==> src/pfe_pkg.sv <==
package pfe_pkg;

    // ASCII codes used by the formatter
    localparam logic [7:0] CH_PERCENT = 8'h25;
    localparam logic [7:0] CH_D       = 8'h64;
    localparam logic [7:0] CH_X       = 8'h78;
    localparam logic [7:0] CH_C       = 8'h63;
    localparam logic [7:0] CH_ZERO    = 8'h30;
    localparam logic [7:0] CH_UPPER_A = 8'h41;
    localparam logic [7:0] CH_MINUS   = 8'h2D;

    // Operation of the shared shift unit
    typedef enum logic [1:0] {
        OP_HOLD,
        OP_DABBLE,
        OP_NIBBLE
    } t_op;

    // Map one digit to its uppercase ASCII character
    function automatic logic [7:0] digit_ascii(input logic [3:0] nib);
        logic [7:0] code;
        if (nib < 4'd10) begin
            code = CH_ZERO + {4'd0, nib};
        end else begin
            code = CH_UPPER_A + {4'd0, nib} - 8'd10;
        end
        return code;
    endfunction

endpackage

==> src/pfe_ifs.sv <==
interface pfe_in_if;
    logic              valid;
    logic              ready;
    logic [7:0]        format_char;
    logic signed [31:0] argument;

    modport source (output valid, output format_char, output argument, input ready);
    modport sink   (input valid, input format_char, input argument, output ready);
endinterface

interface pfe_out_if;
    logic       valid;
    logic       ready;
    logic [7:0] out_char;
    logic       last;

    modport source (output valid, output out_char, output last, input ready);
    modport sink   (input valid, input out_char, input last, output ready);
endinterface

==> src/printf_format_engine_unit.sv <==
// Plain character or %c: one item out, ready again once it is loaded into the output register.
// %x: "0x" plus (ARG_WIDTH+3)/4 digit positions, leading zero digits dropped.
// %d: double-dabble in the shared shift unit, then '-' if negative, then (3*ARG_WIDTH)/10+1
//     digit positions, leading zero digits dropped; ready again after the final digit.
// One item at a time; the output register lets a result wait for the sink.
// Synchronous active-low reset clears the sequencer, pending '%' and output valid.
module printf_format_engine_unit #(
    parameter int ARG_WIDTH = 32
) (
    input logic       i_clk,
    input logic       i_rst_n,
    pfe_in_if.sink    i_fmt,
    pfe_out_if.source o_res
);
    import pfe_pkg::*;

    localparam int DEC_DIGITS = (ARG_WIDTH * 3) / 10 + 1;
    localparam int HEX_DIGITS = (ARG_WIDTH + 3) / 4;
    localparam int DIG_W      = 4 * DEC_DIGITS;
    localparam int HEX_W      = 4 * HEX_DIGITS;
    localparam int HEX_SHIFT  = DIG_W - HEX_W;
    localparam int CNT_W      = $clog2(ARG_WIDTH + 1);

    localparam logic [2:0] S_IDLE   = 3'd0;
    localparam logic [2:0] S_EMIT1  = 3'd1;
    localparam logic [2:0] S_CONV   = 3'd2;
    localparam logic [2:0] S_PRE0   = 3'd3;
    localparam logic [2:0] S_PREX   = 3'd4;
    localparam logic [2:0] S_DIGITS = 3'd5;

    logic [2:0]           r_state, n_state;
    logic                 r_pending, n_pending;
    logic                 r_hex, n_hex;
    logic                 r_neg, n_neg;
    logic                 r_started, n_started;
    logic [CNT_W-1:0]     r_cnt, n_cnt;
    logic [7:0]           r_char, n_char;
    logic [DIG_W-1:0]     r_dig, n_dig;
    logic [ARG_WIDTH-1:0] r_bin, n_bin;
    logic                 r_out_valid, n_out_valid;
    logic [7:0]           r_out_char, n_out_char;
    logic                 r_out_last, n_out_last;

    t_op                  op;
    logic [DIG_W-1:0]     u_dig;
    logic [ARG_WIDTH-1:0] u_bin;

    logic [63:0]          arg_ext;
    logic [ARG_WIDTH-1:0] word;
    logic [ARG_WIDTH-1:0] mag;
    logic [HEX_W-1:0]     word_hex;
    logic [3:0]           top_nib;
    logic                 out_free;
    logic                 skip;

    // Sign-extend the argument, cut to the formatted width
    assign arg_ext  = 64'(signed'(i_fmt.argument));
    assign word     = arg_ext[ARG_WIDTH-1:0];
    assign mag      = word[ARG_WIDTH-1] ? (~word + ARG_WIDTH'(1)) : word;
    assign word_hex = HEX_W'(word);

    assign top_nib  = r_dig[DIG_W-1 -: 4];
    assign out_free = !r_out_valid || o_res.ready;
    assign skip     = !r_started && (top_nib == 4'd0) && (r_cnt != CNT_W'(1));

    assign i_fmt.ready    = (r_state == S_IDLE);
    assign o_res.valid    = r_out_valid;
    assign o_res.out_char = r_out_char;
    assign o_res.last     = r_out_last;

    pfe_shift_unit #(
        .DIG_W (DIG_W),
        .ARG_W (ARG_WIDTH)
    ) u_shift (
        .i_op  (op),
        .i_dig (r_dig),
        .i_bin (r_bin),
        .o_dig (u_dig),
        .o_bin (u_bin)
    );

    // Sequencer: decode the item, run the conversion, emit characters
    always_comb begin
        n_state     = r_state;
        n_pending   = r_pending;
        n_hex       = r_hex;
        n_neg       = r_neg;
        n_started   = r_started;
        n_cnt       = r_cnt;
        n_char      = r_char;
        n_dig       = r_dig;
        n_bin       = r_bin;
        n_out_valid = r_out_valid && !o_res.ready;
        n_out_char  = r_out_char;
        n_out_last  = r_out_last;
        op          = OP_HOLD;

        unique case (r_state)
            S_IDLE: begin
                if (i_fmt.valid) begin
                    if (!r_pending) begin
                        if (i_fmt.format_char == CH_PERCENT) begin
                            n_pending = 1'b1;
                        end else begin
                            n_char  = i_fmt.format_char;
                            n_state = S_EMIT1;
                        end
                    end else begin
                        n_pending = 1'b0;
                        case (i_fmt.format_char)
                            CH_D: begin
                                n_dig     = '0;
                                n_bin     = mag;
                                n_neg     = word[ARG_WIDTH-1];
                                n_hex     = 1'b0;
                                n_started = 1'b0;
                                n_cnt     = CNT_W'(ARG_WIDTH);
                                n_state   = S_CONV;
                            end
                            CH_X: begin
                                n_dig     = DIG_W'(word_hex) << HEX_SHIFT;
                                n_hex     = 1'b1;
                                n_started = 1'b0;
                                n_cnt     = CNT_W'(HEX_DIGITS);
                                n_state   = S_PRE0;
                            end
                            CH_C: begin
                                n_char  = word[7:0];
                                n_state = S_EMIT1;
                            end
                            default: begin
                                n_state = S_IDLE;
                            end
                        endcase
                    end
                end
            end
            S_EMIT1: begin
                if (out_free) begin
                    n_out_valid = 1'b1;
                    n_out_char  = r_char;
                    n_out_last  = 1'b1;
                    n_state     = S_IDLE;
                end
            end
            S_CONV: begin
                // One double-dabble step per cycle
                op    = OP_DABBLE;
                n_dig = u_dig;
                n_bin = u_bin;
                n_cnt = r_cnt - CNT_W'(1);
                if (r_cnt == CNT_W'(1)) begin
                    n_cnt   = CNT_W'(DEC_DIGITS);
                    n_state = r_neg ? S_PRE0 : S_DIGITS;
                end
            end
            S_PRE0: begin
                if (out_free) begin
                    n_out_valid = 1'b1;
                    n_out_char  = r_hex ? CH_ZERO : CH_MINUS;
                    n_out_last  = 1'b0;
                    n_state     = r_hex ? S_PREX : S_DIGITS;
                end
            end
            S_PREX: begin
                if (out_free) begin
                    n_out_valid = 1'b1;
                    n_out_char  = CH_X;
                    n_out_last  = 1'b0;
                    n_state     = S_DIGITS;
                end
            end
            S_DIGITS: begin
                // Drop leading zero digits, emit the rest, keep the final digit
                if (out_free) begin
                    op    = OP_NIBBLE;
                    n_dig = u_dig;
                    n_cnt = r_cnt - CNT_W'(1);
                    if (!skip) begin
                        n_out_valid = 1'b1;
                        n_out_char  = digit_ascii(top_nib);
                        n_out_last  = (r_cnt == CNT_W'(1));
                        n_started   = 1'b1;
                    end
                    if (r_cnt == CNT_W'(1)) begin
                        n_state = S_IDLE;
                    end
                end
            end
            default: begin
                n_state = S_IDLE;
            end
        endcase
    end

    // Control registers
    always_ff @(posedge i_clk) begin
        if (!i_rst_n) begin
            r_state     <= S_IDLE;
            r_pending   <= 1'b0;
            r_out_valid <= 1'b0;
        end else begin
            r_state     <= n_state;
            r_pending   <= n_pending;
            r_out_valid <= n_out_valid;
        end
    end

    // Work and output payload registers
    always_ff @(posedge i_clk) begin
        r_hex      <= n_hex;
        r_neg      <= n_neg;
        r_started  <= n_started;
        r_cnt      <= n_cnt;
        r_char     <= n_char;
        r_dig      <= n_dig;
        r_bin      <= n_bin;
        r_out_char <= n_out_char;
        r_out_last <= n_out_last;
    end

endmodule

==> src/pfe_shift_unit.sv <==
module pfe_shift_unit #(
    parameter int DIG_W = 40,
    parameter int ARG_W = 32
) (
    input  pfe_pkg::t_op     i_op,
    input  logic [DIG_W-1:0] i_dig,
    input  logic [ARG_W-1:0] i_bin,
    output logic [DIG_W-1:0] o_dig,
    output logic [ARG_W-1:0] o_bin
);
    import pfe_pkg::*;

    localparam int NDIG = DIG_W / 4;

    logic [DIG_W-1:0] adj;

    // Add three to every BCD digit of five or more
    always_comb begin
        for (int k = 0; k < NDIG; k++) begin
            adj[4*k +: 4] = (i_dig[4*k +: 4] >= 4'd5) ? i_dig[4*k +: 4] + 4'd3
                                                      : i_dig[4*k +: 4];
        end
    end

    // Shift one binary bit into the digits, drop the top digit, or hold both
    always_comb begin
        unique case (i_op)
            OP_DABBLE: begin
                {o_dig, o_bin} = {adj, i_bin} << 1;
            end
            OP_NIBBLE: begin
                o_dig = i_dig << 4;
                o_bin = i_bin;
            end
            default: begin
                o_dig = i_dig;
                o_bin = i_bin;
            end
        endcase
    end

endmodule

==> src/flat_wrapper.sv <==
// flat-port wrapper written by rule: the top's interface ports become plain ports
module printf_format_engine_unit_flat import pfe_pkg::*;
#(
    parameter int ARG_WIDTH = 32
)
  (i_clk, i_rst_n, i_fmt_valid, i_fmt_format_char, i_fmt_argument, i_fmt_ready, o_res_valid, o_res_out_char, o_res_last, o_res_ready);
  pfe_in_if i_fmt_i ();
  pfe_out_if o_res_i ();
  input logic i_clk;
  input logic i_rst_n;
  input wire logic [$bits(i_fmt_i.valid)-1:0] i_fmt_valid;
  input wire logic [$bits(i_fmt_i.format_char)-1:0] i_fmt_format_char;
  input wire logic [$bits(i_fmt_i.argument)-1:0] i_fmt_argument;
  output wire logic [$bits(i_fmt_i.ready)-1:0] i_fmt_ready;
  output wire logic [$bits(o_res_i.valid)-1:0] o_res_valid;
  output wire logic [$bits(o_res_i.out_char)-1:0] o_res_out_char;
  output wire logic [$bits(o_res_i.last)-1:0] o_res_last;
  input wire logic [$bits(o_res_i.ready)-1:0] o_res_ready;
  assign i_fmt_i.valid = i_fmt_valid;
  assign i_fmt_i.format_char = i_fmt_format_char;
  assign i_fmt_i.argument = i_fmt_argument;
  assign i_fmt_ready = i_fmt_i.ready;
  assign o_res_valid = o_res_i.valid;
  assign o_res_out_char = o_res_i.out_char;
  assign o_res_last = o_res_i.last;
  assign o_res_i.ready = o_res_ready;
  printf_format_engine_unit #(.ARG_WIDTH(ARG_WIDTH)) u_core (.i_clk(i_clk), .i_rst_n(i_rst_n), .i_fmt(i_fmt_i), .o_res(o_res_i));
endmodule
==> config.mk <==
export PLATFORM = sky130hd
export DESIGN_NAME = printf_format_engine_unit_flat
export DESIGN_NICKNAME = d
export VERILOG_FILES = /design/src/pfe_pkg.sv /design/src/pfe_ifs.sv /design/src/printf_format_engine_unit.sv /design/src/pfe_shift_unit.sv /design/src/flat_wrapper.sv
export SDC_FILE = /design/constraint.sdc
export NUM_CORES = 1
export LEC_CHECK = 0
export ABC_CLOCK_PERIOD_IN_PS = 6300
export BUFFER_PORTS_ARGS = -buffer_cell sky130_fd_sc_hd__buf_2
export CORE_MARGIN = 2
export CORE_UTILIZATION = 60
export DETAILED_ROUTE_END_ITERATION = 6
export MAX_ROUTING_LAYER = met4
export PLACE_DENSITY = 0.8
export SLEW_MARGIN = 25
export SYNTH_ARGS = -nofsm -noshare
export SYNTH_HDL_FRONTEND = slang
export SYNTH_SLANG_ARGS = --single-unit
==> constraint.sdc <==
create_clock -name i_clk -period 6.3 [get_ports i_clk]
set_input_delay 0.945 -clock i_clk [delete_from_list [all_inputs] [get_ports i_clk]]
set_output_delay 0.945 -clock i_clk [all_outputs]
set_load 0.05 [all_outputs]
# Word level (Yosys, flattened, before mapping)
# Index checks and enable logic that the tools add are counted.
dict set report totals {
  reg_bits 103
  inputBits 44
  output_inout_bits 11
  elab_cells 169
}
dict set report op_classes {
  add_sub_neg 15
  n_lt_le_gt_ge 11
  eq_ne 30
  n_mux 72
  n_bitwise 1
  reduce_logical 28
}
# op count
set ops {}
lappend ops {{$mux W32} 5}
lappend ops {{$pmux W40 S2} 2}
lappend ops {{$mux W40} 3}
lappend ops {{$pmux W40 S3} 1}
lappend ops {{$mux W8} 9}
lappend ops {{$pmux W32 S2} 1}
lappend ops {{$ge A4 B3 Y1 const B} 10}
lappend ops {{$add A4 B2 Y4 const B} 9}
lappend ops {{$mux W4} 9}
lappend ops {{$mux W3} 11}
lappend ops {{$add A32 B1 Y32 const B} 1}
lappend ops {{$not A32 Y32} 1}
lappend ops {{$pmux W8 S4} 1}
lappend ops {{$eq A8 B7 Y1 const B} 3}
lappend ops {{$mux W6} 4}
lappend ops {{$ne A2 B1 Y1 const B} 10}
lappend ops {{$pmux W3 S6} 1}
lappend ops {{$pmux W6 S3} 1}
lappend ops {{$mux W1} 15}
lappend ops {{$reduce_and A5 Y1} 3}
lappend ops {{$pmux W6 S2} 1}
lappend ops {{$reduce_and A4 Y1} 3}
lappend ops {{$reduce_and A6 Y1} 2}
lappend ops {{$ne A2 B2 Y1 const B} 5}
lappend ops {{34 further kinds} 46}

# Logic depth before layout (Yosys ltp)
# Gate-level depths: netlist (run 1).
dict set report logic_depth {
  ltp_word 8
  depth_mapped 8
  mapped_depth_nobuf 7
}

# By module
# A second synthesis (run 1) with hierarchy kept.
dict set report hier_totals {
  cells_unflattened 776
  area_unflattened_um2 7514.7
}
# mod instances cells_per_inst area_each_um2 seq_area_each_um2
set modules_own_cells {}
lappend modules_own_cells {printf_format_engine_unit 1 478 5427.7 3042.9}
lappend modules_own_cells {pfe_shift_unit 1 298 2087.0 0.0}

# Least setup slack after synthesis (run 1)
# Ideal clock, no wire load.
dict set report synth_path {
  path_type {input-to-reg}
  start {input i_fmt_format_char[3]}
  end {register u_core.r_dig[0], enable pin}
  setup_time_ps 498
  arrival_time_ps 4657
  required_ps 5802
  path_slack_ps 1145
  path_stages 4
  cell_sequence {nor3b_1 -> o2111a_1 -> a21oi_1 -> o31ai_1}
}
dict set report synth_via {
  elab_chain_cells 3
  elab_cells_between_ends 4
}
# element line_no
set synth_lines {}
lappend synth_lines {{start, declared} flat_wrapper.sv:12} ;# input wire logic [$bits(i_fmt_i.format_char)-1:0] i_fmt_format_char;
lappend synth_lines {{$eq A8 B7 Y1} printf_format_engine_unit.sv:110} ;# case (i_fmt.format_char)
lappend synth_lines {{$ne A3 B1 Y1 (no source line) *} --}
lappend synth_lines {{$reduce_and A5 Y1 (no source line) *} --}
lappend synth_lines {{end signal, assigned} printf_format_engine_unit.sv:216} ;# r_dig <= n_dig;
lappend synth_lines {{end, declared} printf_format_engine_unit.sv:38} ;# logic [DIG_W-1:0] r_dig, n_dig;
# Every way passes the cells marked *; elsewhere a longest branch is shown, timed or not.
# A chain may end at the register's enable or synchronous reset.

# Final worst setup path (run 1)
dict set report layout_path {
  start {register u_core.r_state[1]}
  end {register u_core.r_dig[31], data pin}
}
dict set report layout_via {
  elab_chain_cells 6
  elab_cells_between_ends 9
}
# element line_no
set layout_lines {}
lappend layout_lines {{start, declared} printf_format_engine_unit.sv:31} ;# logic [2:0] r_state, n_state;
lappend layout_lines {{start signal, assigned} printf_format_engine_unit.sv:203} ;# r_state <= n_state;
lappend layout_lines {{$eq A3 B3 Y1 or $eq A3 B2 Y1 (tied branches)} printf_format_engine_unit.sv:98} ;# unique case (r_state)
lappend layout_lines {{$pmux W2 S2} printf_format_engine_unit.sv:98}
lappend layout_lines {{$eq A2 B2 Y1 or $eq A2 B1 Y1 (tied branches)} pfe_shift_unit.sv:27} ;# unique case (i_op)
lappend layout_lines {{$pmux W40 S2} pfe_shift_unit.sv:27}
lappend layout_lines {{$mux W40} printf_format_engine_unit.sv:175} ;# if (out_free) begin
lappend layout_lines {{$pmux W40 S3 *} printf_format_engine_unit.sv:98}
lappend layout_lines {{via u_core.n_dig[31]} printf_format_engine_unit.sv:38}
# Mark *: on every way through the listed nets, which the timed path passes. The rest lies on a longest branch. The select of a mux whose other input is x is not followed.

==> flow_results.org, run 1 <==
** Placed design
- Routability-driven placement finished with a final weighted congestion of 0.915.
- Summed over all nets, the half-perimeter wirelength after detailed placement is 11200 um.
- Buffers placed on the I/O ports in this run total 54.
- Timing analysis after detailed placement gives a worst setup slack of 3060 ps.
- In this run the cell area measured after placement is 6950 um^2.

** Clocking
- In this run the deepest clock path goes through 2 buffers.
- Worst-Skew Late Latency :: 380 ps
- Number of hold-repair buffers added at the cts stage :: 0
- Clock transition at the registers of the reported paths :: 100 ps
- Gates resized during post-CTS repair numbered 0.
- Inserted Clock Buffers :: 9
- H-tree levels :: 3
- Sink Count :: 103
- CTS tree :: built
- Clk Tree Root Cell :: clkbuf_8
- Post-CTS Setup Inserts :: 0

** Setup path
- STA puts the critical path data required time at 6440 ps.
- STA classifies the critical path startpoint as a flip-flop.
- Critical path capture point type :: flip-flop
- Max Fanout on Critical Path :: 32
- STA puts the critical path data arrival time at 3090 ps.
- The setup path with the least slack is of type reg -> reg.
- The worst register-to-register path has a depth of 5.

** Cells and area
- Area grow syn2layout :: 9.05%
- Share of final-layout standard cells stronger than drive strength 1 :: 14.2%
- Nets@finish :: 779
- The repair_antennas step left the layout with diodes totalling 0.
- In the final layout, the multi-input gates occupy 3310 um^2.
- Registers take 3040 um^2.
- Share of the core filled with cells :: 66.5%
- After routing the design area is 7150 um^2.
- Fill cells in the final layout number 874.

** Detailed routing
- The detail route stage leaves a number of antenna-violating nets equal to 0.
- Vias/cell :: 6.20
- For this run, design rule violations remaining after detail routing come to 0.
- Detailed routing inserted a total of 5309 vias.
- WL per Instance :: 18.5 um
- The first routing iteration left 455 violations.
- Drt pass-1 iters :: 4
- Routed WL :: 15800 um

** Global routing
- Entering global routing, the biggest net connects 46 pins.
- Number of antenna violations at the first check in global routing :: 0
- Global-route wire length before repair :: 25400 um
- Via count of the first global-routing pass :: 5234
- For this run the aggregate overflow at the end of global routing stands at 0.
- Global router's overall resource usage :: 28.9%

** Pwr
- Maximum vdd drop :: 0.000184 V
- Registers are responsible for 54.3% of the overall power.
- Power Density :: 209 nW/um^2
- Leakage power summed over all cells :: 2.54 nW
- Summed over all nets, the switching power comes to 0.429 mW.
- Cell internal power was estimated by the tool at 1.06 mW.
- Per report_power, the clock group accounts for 29.5% of the total.
- Combinational cells account for 16.2% of the total power.
- Sw Share :: 28.8%

** Floorplan
- During I/O placement, the number of pins put on the boundary was 55.
- Number of cell rows :: 38
- Horizontal die dimension :: 109 um
- Total core area :: 10700 um^2
- The initial utilization of the core area, before any placement, comes to 61.0%.
- Die Footprint :: 11800 um^2
- Vert. Die Dim :: 109 um

** Yosys
- Among all cell types in the netlist, the one instantiated most often is edfxtp_1.
- After synthesis, flip-flops and latches occupy 46.4% of the total area.
- Total of flip-flops plus latches after synthesis :: 103
- After synthesis, the largest area contributor takes up 44.9% of total cell area.
- By area the synthesized netlist is led by edfxtp_1 45%, nand2_1 4.6%, ha_1 4.6%.
- Synthesized net count :: 743
- Count of warnings emitted by yosys :: 0
- Dominant synthesized flop cell :: edfxtp_1
- Number of cells produced by synthesis :: 675
- Avg Inst Size Synth :: 9.71 um^2
- The synthesized netlist contains 54 unique library cells.
- The mapped netlist covers 6560 um^2.
- edfxtp_1 takes more of the synthesized area than any other cell.
- Share of synthesized registers carrying an async set or reset :: 0%
- Sorting the synthesized cells by how often they occur yields 98 x edfxtp_1, 81 x nand2_1, 60 x nor2_1.
- Post-synth EDFFs :: 98

** STA
- The worst pin sits at a relative slew slack of 35.4%.
- Slew at the pin with the worst max-slew slack :: 960 ps
- Hold_ws :: 535 ps
- In the finished design, the share of the clock period the worst path needs comes to 46.8%.
- Post-layout minimum cycle time :: 2950 ps
- Final setup violation count :: 0
- Final Hold Viols :: 0
- The worst path meets setup with 3350 ps of slack.
- Unrepaired setup endpoints after global routing :: false
- For this run, the top clock speed supported by timing is 339 MHz.
- Between clock sinks in the finished design, the worst skew comes to 11.7 ps.
- Post-route setup TNS :: 0 ps
- The count of pins over their slew limit was 0.

** Min path
- Hold Crit Class :: reg -> reg
- Cells on Worst Hold Path :: 2

** Run status
- Outcome :: finished clean

** Flow run
- Across the run, the number of max-cap violations was 0.
==> cell usage in the layout (no fill, tap or decap), types with 6 or more instances in the layout <==
| cell | netlist | final |
|---|---|---|
| nor3b_1 | 9 | 9 |
| a221o_1 | 9 | 9 |
| a22o_1 | 10 | 10 |
| nand2_1 | 81 | 81 |
| o221ai_1 | 6 | 6 |
| or3_1 | 10 | 10 |
| o31ai_1 | 11 | 10 |
| nor2b_1 | 8 | 8 |
| edfxtp_1 | 98 | 98 |
| nor3_1 | 8 | 6 |
| inv_1 | 30 | 30 |
| o21ai_0 | 58 | 58 |
| o21ai_1 | 9 | 9 |
| clkbuf_8 | 0 | 11 |
| a21oi_1 | 57 | 56 |
| ha_1 | 24 | 24 |
| nand2b_1 | 12 | 12 |
| nor2_1 | 60 | 58 |
| or4_1 | 7 | 7 |
| xnor2_1 | 16 | 16 |
| mux2_2 | 8 | 8 |
| a22oi_1 | 10 | 10 |
| xor2_1 | 28 | 28 |
| buf_2 | 2 | 54 |
==> registers in the layout, summed over array words and instances (netlist names) <==
signal and flops:
u_core.r_state 3, u_core.r_cnt 6, u_core.o_res.out_char 8, u_core.o_res.last 1, u_core.r_neg 1, u_core.r_dig 40, u_core.o_res.valid 1, u_core.r_hex 1
u_core.r_char 8, u_core.r_started 1, u_core.r_bin 32, u_core.r_pending 1
==> worst max-delay path, stage by stage (launching register included) <==
cell	delay, ps
dfxtp_1	680
or3b_2	760
nand2_1	540
nor2_2	50
buf_4	260
a221o_1	400
==> through the flow <==
stage                     total power, mW  std cells
after global placement               1.06        840
final                                1.49        856
after floorplan                     0.988        675
after global routing                 1.54        856
after detailed placement             1.07        840
after CTS                            1.49        856
==> cell type report <==
cell class              count  area share (%)
multi-input cells         508            46.3
inverters                  30            1.58
repair buffers             59            4.31
clock buffers              13            2.22
well taps                 140            2.45
clock inverters             3           0.595
flip-flops and latches    103            42.6
==> power by group through the flow <==
stage | clock network [mW] | logic, mW | registers [mW]
2_1_floorplan | 0 | 0.124 | 0.864
3_5_place_dp | 0 | 0.241 | 0.825
4_1_cts | 0.440 | 0.242 | 0.809
3_3_place_gp | 0 | 0.234 | 0.824
5_1_grt | 0.466 | 0.261 | 0.814
6_report | 0.440 | 0.241 | 0.810
==> cells by family after synthesis <==
logic type | after synthesis | share of synthesized area (%)
AO/OA/AOI/OAI | 207 | 20.9
XOR/XNOR | 44 | 5.88
adder cells (fa/ha/maj) | 24 | 4.58
buffers and inverters | 64 | 3.82
flip-flops | 103 | 46.4
multiplexers | 13 | 2.14
AND/OR/NAND/NOR | 220 | 16.2
==> final timing paths <==
path	from	to	slack (ps)
min reg2reg	u_core.r_bin[17]	u_core.r_bin[18]	530
max	u_core.r_state[1]	u_core.r_dig[31]	3350
min	u_core.r_bin[17]	u_core.r_bin[18]	530
max reg2reg	u_core.r_state[1]	u_core.r_dig[31]	3350
==> routing by layer <==
layer / GRT usage (%) / part of all wire, %
met4: 13.1 / 3.8
met2: 48.1 / 49
met3: 3.50 / 5.4
met1: 35.3 / 41
met5: - / 0
(Power assumes the default switching activity.)
==> run 2, diff against run 1 <==
Settings changed: ABC_CLOCK_PERIOD_IN_PS 6300 to 2600, CORE_UTILIZATION 60 to 55, PLACE_DENSITY 0.8 to 0.77.
Clock period 6.3 ns to 2.6 ns, I/O delays scaled along.
==> flow_results.org, run 2 (same netlist as run 1, synthesis figures left out) <==
** Run status
- The run finished, with violations left.
- Violations in the final reports :: design-rule violations

** Detailed routing
- ANT nets after route :: 0
- For this block, the routed nets add up to 16800 um of wire.
- Dividing the detail-routed wire length by the instance count gives 19.1 um.
- # DRC :: 2
- Initial detailed-routing violation count :: 536
- Drt pass-1 iters :: 7
- Dividing the detail-routed via count by the number of cells gives 6.27.
- Summing over every cut layer, the via total after detailed routing is 5520.

** Pwr
- The completed layout was analyzed and its total power is 3.85 mW.
- VDD sags by at most 0.000275 V.
- Sw Share :: 28.6%
- Clock power frac :: 32.5%
- Of the total power, registers draw 50.7%.
- In this run the power density over the cells is 520 nW/um^2.
- Leakage power summed over all cells :: 2.67 nW
- In this run the power spent charging and discharging nets is 1.10 mW.
- Combinational logic is responsible for 16.8% of the overall power.
- Cell-internal power :: 2.75 mW

** Min path
- Hold Crit Class :: in -> reg

** Floorplan
- Vert. Die Dim :: 113 um
- The die covers 12800 um^2.
- For this design the top-level I/O count stands at 55.
- Initial standard-cell utilization of the core :: 56.9%
- Horizontal die dimension :: 113 um
- After floorplanning, the core was sized to cover 11500 um^2.
- Number of cell rows :: 39

** Cells and area
- The layout has 921 filler cells.
- Nets@finish :: 801
- In the final layout, the registers with the most flip-flops are u_core.r_dig: 40 flops, u_core.r_bin: 32 flops.
- In the final layout, the share of cells above drive strength 1 is 16.4%.
- Sequential cell area :: 3040 um^2
- Combined area of the multi-input logic cells :: 3310 um^2
- Antenna diodes :: 0
- The register with the most flip-flops in the layout has 40 of them.
- The library cell used most frequently in the layout, excluding fill and tap cells, is edfxtp_1.
- The library cells used most frequently in the layout, excluding fill and tap cells, are 98 x edfxtp_1, 81 x nand2_1, 58 x nor2_1, 58 x o21ai_0, 56 x a21oi_1.
- Compared with the post-synthesis result, the final layout area differs by 12.9%.
- Ranked by flip-flop count, first place goes to u_core.r_dig.

** Clocking
- Counting the buffers created by CTS gives 9.
- CTS-repair resized insts :: 0
- TritonCTS built the clock tree.
- In this run the number of H-tree levels came out at 3.
- Post-CTS Setup Inserts :: 0
- The tree is rooted in a clkbuf_16.
- Maximum buffer depth of the clock tree :: 2
- Clock transition at the registers of the reported paths :: 70 ps
- In this run, post-CTS hold repair placed 0 buffers.
- Clock latency on the worst-skew pair, taken at its later pin, is 360 ps.
- Sink Count :: 103

** Setup path
- Data arrives at the worst endpoint at 2370 ps.
- The setup path with the least slack is of type in -> reg.
- The worst setup path is captured at a flip-flop.
- Max Fanout on Critical Path :: 9
- Kind of start point of the critical path :: input pin
- STA puts the critical path data required time at 2700 ps.

** Global routing
- For this run the aggregate overflow at the end of global routing stands at 0.
- The initial antenna violation count came to 0.
- Global router's overall resource usage :: 27.8%
- Global-route wire length before repair :: 27100 um
- The number of global-route vias before repair came to 5508.
- Entering global routing, the biggest net connects 45 pins.

** STA
- The count of pins over their slew limit was 0.
- Unrepaired setup endpoints after global routing :: false
- Final Hold Viols :: 0
- Post-layout minimum cycle time :: 2270 ps
- Final setup violation count :: 0
- Post-route setup slack :: 328 ps
- For this run, the top clock speed supported by timing is 440 MHz.
- Post-route setup TNS :: 0 ps
- Share of the clock period used by the worst path after layout :: 87.4%
- Slew at the pin with the worst max-slew slack :: 724 ps
- Across the routed clock network, the largest skew measured is 8.16 ps.
- Relative max-transition margin :: 51.7%

** Placed design
- Timing analysis after detailed placement gives a worst setup slack of -43.2 ps.
- Detailed placement HPWL :: 12000 um
- At the end of routability-driven placement, the weighted congestion stood at 0.931.
- The count of buffers added on input and output ports is 54.

** Flow run
- Maximum Capacitance Violations :: 0
-- run 2: cell count changes in the layout (fill, tap and decap cells not counted), moves of 2 or more --
cell	before	now
buf_4	5	25
buf_12	0	2
clkbuf_8	11	0
clkinv_1	0	4
clkbuf_16	0	9
-- run 2: stage by stage --
stage,hold slack [ps],instances,instance area [um^2],utilization (%)
final,335,881,7400,64.3
after global routing,348,881,7400,64.3
after CTS,325,881,7400,64.3
after detailed placement,522,865,7140,62.0
after global placement,504,865,7140,62.0
after floorplan,489,675,6590,-
-- run 2: area by class of cell --
| class | instances | area share [%] |
|---|---|---|
| repair buffers | 81 | 6.73 |
| clock buffers | 10 | 3.09 |
| clock inverters | 6 | 0.372 |
| inverters | 30 | 1.52 |
| multi-input cells | 508 | 44.7 |
| well taps | 143 | 2.42 |
| flip-flops and latches | 103 | 41.1 |
-- run 2: routing by layer --
metal,GRT usage [%],vias up,part of all wire [%]
li1,-,2601,-
met1,33.4,2676,42
met2,47.3,204,50
met3,3.05,39,5.0
met4,12.5,0,3.0
met5,-,-,0
-- run 2: power groups by stage --
stage | registers [mW] | logic (mW) | clock network, mW
finish | 1.95 | 0.646 | 1.25
global route | 1.96 | 0.696 | 1.31
CTS | 1.95 | 0.642 | 1.27
floorplan | 2.09 | 0.312 | 0
detailed placement | 1.98 | 0.639 | 0
global placement | 1.98 | 0.627 | 0
-- run 2: path summary, 6_finish.rpt --
check	from	to	slack, ps	cells past startpoint
min reg2reg	u_core.r_bin[19]	u_core.r_bin[20]	540	2
max reg2reg	u_core.r_cnt[2]	u_core.r_cnt[5]	380	4
min	i_rst_n	u_core.r_state[1]	340	2
max	i_fmt_argument[15]	u_core.r_bin[24]	330	6
-- run 2: worst max-delay path, cell delays in order --
cell	delay, ps
buf_2	120
or4_1	600
or3_1	620
o41ai_2	350
xor2_1	220
o21ai_1	80
==> run 3, diff against run 2 <==
Settings changed: ABC_CLOCK_PERIOD_IN_PS 2600 to 2100, CORE_UTILIZATION 55 to 60, GPL_TIMING_DRIVEN set to 0, PLACE_DENSITY 0.77 to 0.8.
Clock period 2.6 ns to 2.1 ns, I/O delays scaled along.
==> flow_results.org, run 3 (same netlist as run 1, synthesis figures left out) <==
** Cells and area
- In the layout the commonest cells are 98 x edfxtp_1, 80 x nand2_1, 57 x nor2_1, 55 x a21oi_1, 53 x o21ai_0.
- The library cell used most frequently in the layout, excluding fill and tap cells, is edfxtp_1.
- Antenna diodes :: 0
- Largest registers in the final layout :: u_core.r_dig: 40 flops, u_core.r_bin: 32 flops
- Share of the core filled with cells :: 71.4%
- The post-route netlist has 20.6% of its cells at a drive strength greater than 1.
- Register with the most flip-flops :: u_core.r_dig
- Nets@finish :: 824
- Area grow syn2layout :: 17.1%
- The register with the most flip-flops in the layout has 40 of them.

** STA
- For the final routed database, the setup TNS stands at 0 ps.
- For the pin with the worst max-slew slack, the measured transition is 816 ps.
- After layout, the worst path uses 97.8% of the clock period.
- Once routing completed, OpenROAD measured the worst setup slack at 45.6 ps.
- Setup violations remaining at the end of the flow were counted as 0.
- Hold_ws :: 205 ps
- The count of endpoints failing hold in the final timing report came to 0.
- The count of pins over their slew limit was 0.
- Relative max-transition margin :: 45.6%
- Post-layout minimum cycle time :: 2050 ps
- Static timing analysis puts the maximum clock frequency at 487 MHz.
- Clock Skews :: 13.6 ps

** Clocking
- Worst-Skew Late Latency :: 390 ps
- TritonCTS built the clock tree.
- Maximum buffer depth of the clock tree :: 2
- Clock-pin slew was measured on the worst setup and hold paths at 100 ps.
- The cell sitting at the root of the clock tree is a clkbuf_8.
- H-tree levels :: 3
- The number of clock buffers added by TritonCTS is 9.
- Sink Count :: 103

** Setup path
- Along the worst path, the maximum fanout reaches 7.
- At the worst endpoint, the arrival time is 2190 ps.
- At the worst endpoint, the required time is 2240 ps.
- The setup path with the least slack is of type in -> reg.
- The worst setup path is launched from an input pin.
- Critical path capture point type :: flip-flop

** Pwr
- Leakage power summed over all cells :: 2.75 nW
- For this design the ratio of total power to cell area is 588 nW/um^2.
- Maximum vdd drop :: 0.000518 V
- Total Power Consumption :: 4.52 mW

** Global routing
- Via count of the first global-routing pass :: 5314
- Residual overflow from global routing :: 0
- The initial antenna violation count was 0.
- Global router's overall resource usage :: 30.9%
- Global-route wire length before repair :: 27000 um
- Pin count of the biggest net entering global routing :: 18

** Detailed routing
- Drt pass-1 iters :: 5
- After detailed routing, the total wire length is 17400 um.
- After the first detailed-routing iteration, the DRC count stood at 544.
- Summing over every cut layer, the via total after detailed routing is 5710.
- Using the TritonRoute via totals, the vias-per-cell ratio works out to 6.34.
- For this run, design rule violations remaining after detail routing come to 0.
- ANT nets after route :: 0
- WL per Instance :: 19.3 um

** Run status
- Outcome :: finished clean

** Floorplan
- For this configuration, the core starts out at a cell density of 61.0%.
- In this run the horizontal extent of the chip is 109 um.
- The floorplan has 38 rows.
- In this run the standard cell core region covers 10700 um^2.
- 55 I/O pins were placed.
- The floorplan step set the die height to 109 um.
- The die covers 11800 um^2.

** Placed design
- Buffers placed on the I/O ports in this run total 54.
- Before CTS, the worst setup slack after placement is -844 ps.
- At the end of routability-driven placement, the weighted congestion stood at 0.921.
- Detailed placement HPWL :: 12700 um

** Flow run
- Maximum Capacitance Violations :: 0

** Min path
- Hold Crit Class :: in -> reg
## run 3: cell types whose count changed in the layout (fill, tap and decap cells not counted), moves of 5 or more
cell / delta
clkbuf_1: +13
clkbuf_8: +10
clkbuf_16: -9
clkbuf_2: +8
buf_6: +6
buf_4: -5
o21ai_0: -5
or4_1: -5
or4_4: +5
## run 3: stage by stage
stage	cell area [um^2]	instances
2_1_floorplan	6750	675
3_3_place_gp	7200	869
3_5_place_dp	7240	873
4_1_cts	7580	894
5_1_grt	7670	901
6_report	7670	901
## run 3: layout make-up
class                   count  area, um^2
repair buffers             75         465
well taps                 140         175
clock inverters             3        38.8
clock buffers              13         139
multi-input cells         508        3520
inverters                  30         133
fillers                   821        3070
flip-flops and latches    103        3050
plain buffers              29         158
## run 3: critical path: stages
cell and delay (ps):
buf_4 170, or4_4 580, or3_1 380, buf_6 160
o41ai_4 210, xor2_1 280, o21ai_1 90
## run 3: final timing paths
check                                        end  slack [ps]  cells after the start               start
worst min register to register  u_core.r_bin[21]         530                      2    u_core.r_bin[20]
worst max register to register  u_core.r_dig[24]          90                      6   u_core.r_state[0]
worst max-delay path            u_core.r_bin[25]          50                      7   i_fmt_argument[1]
worst min-delay path                u_core.r_neg         200                      1  i_fmt_argument[31]
## run 3: power breakdown
group          leakage, nW  internal (mW)  total, mW  switching (mW)
clock               0.0890          0.549       1.23           0.686
combinational         1.67          0.280      0.902           0.622
sequential           0.992           2.35       2.38          0.0287
total                 2.75           3.18       4.52            1.34
## run 3: routing by layer
metal / up-vias / GRT usage [%] / part of all wire [%] / wire length, um
li1: 2650 / - / - / -
met1: 2765 / 38.2 / 41 / 7150
met2: 258 / 51.9 / 50 / 8750
met3: 37 / 4.46 / 6.2 / 1070
met4: 0 / 11.2 / 2.4 / 412
met5: - / - / 0 / 0
## run 3: timing repair
| action | in CTS | in global routing |
|---|---|---|
| setup endpoints to repair | 127 | 97 |
| hold buffers | 0 | 0 |
| pin swaps | 12 | 11 |
| gates resized for setup | 37 | 20 |
| buffers inserted | 6 | 11 |
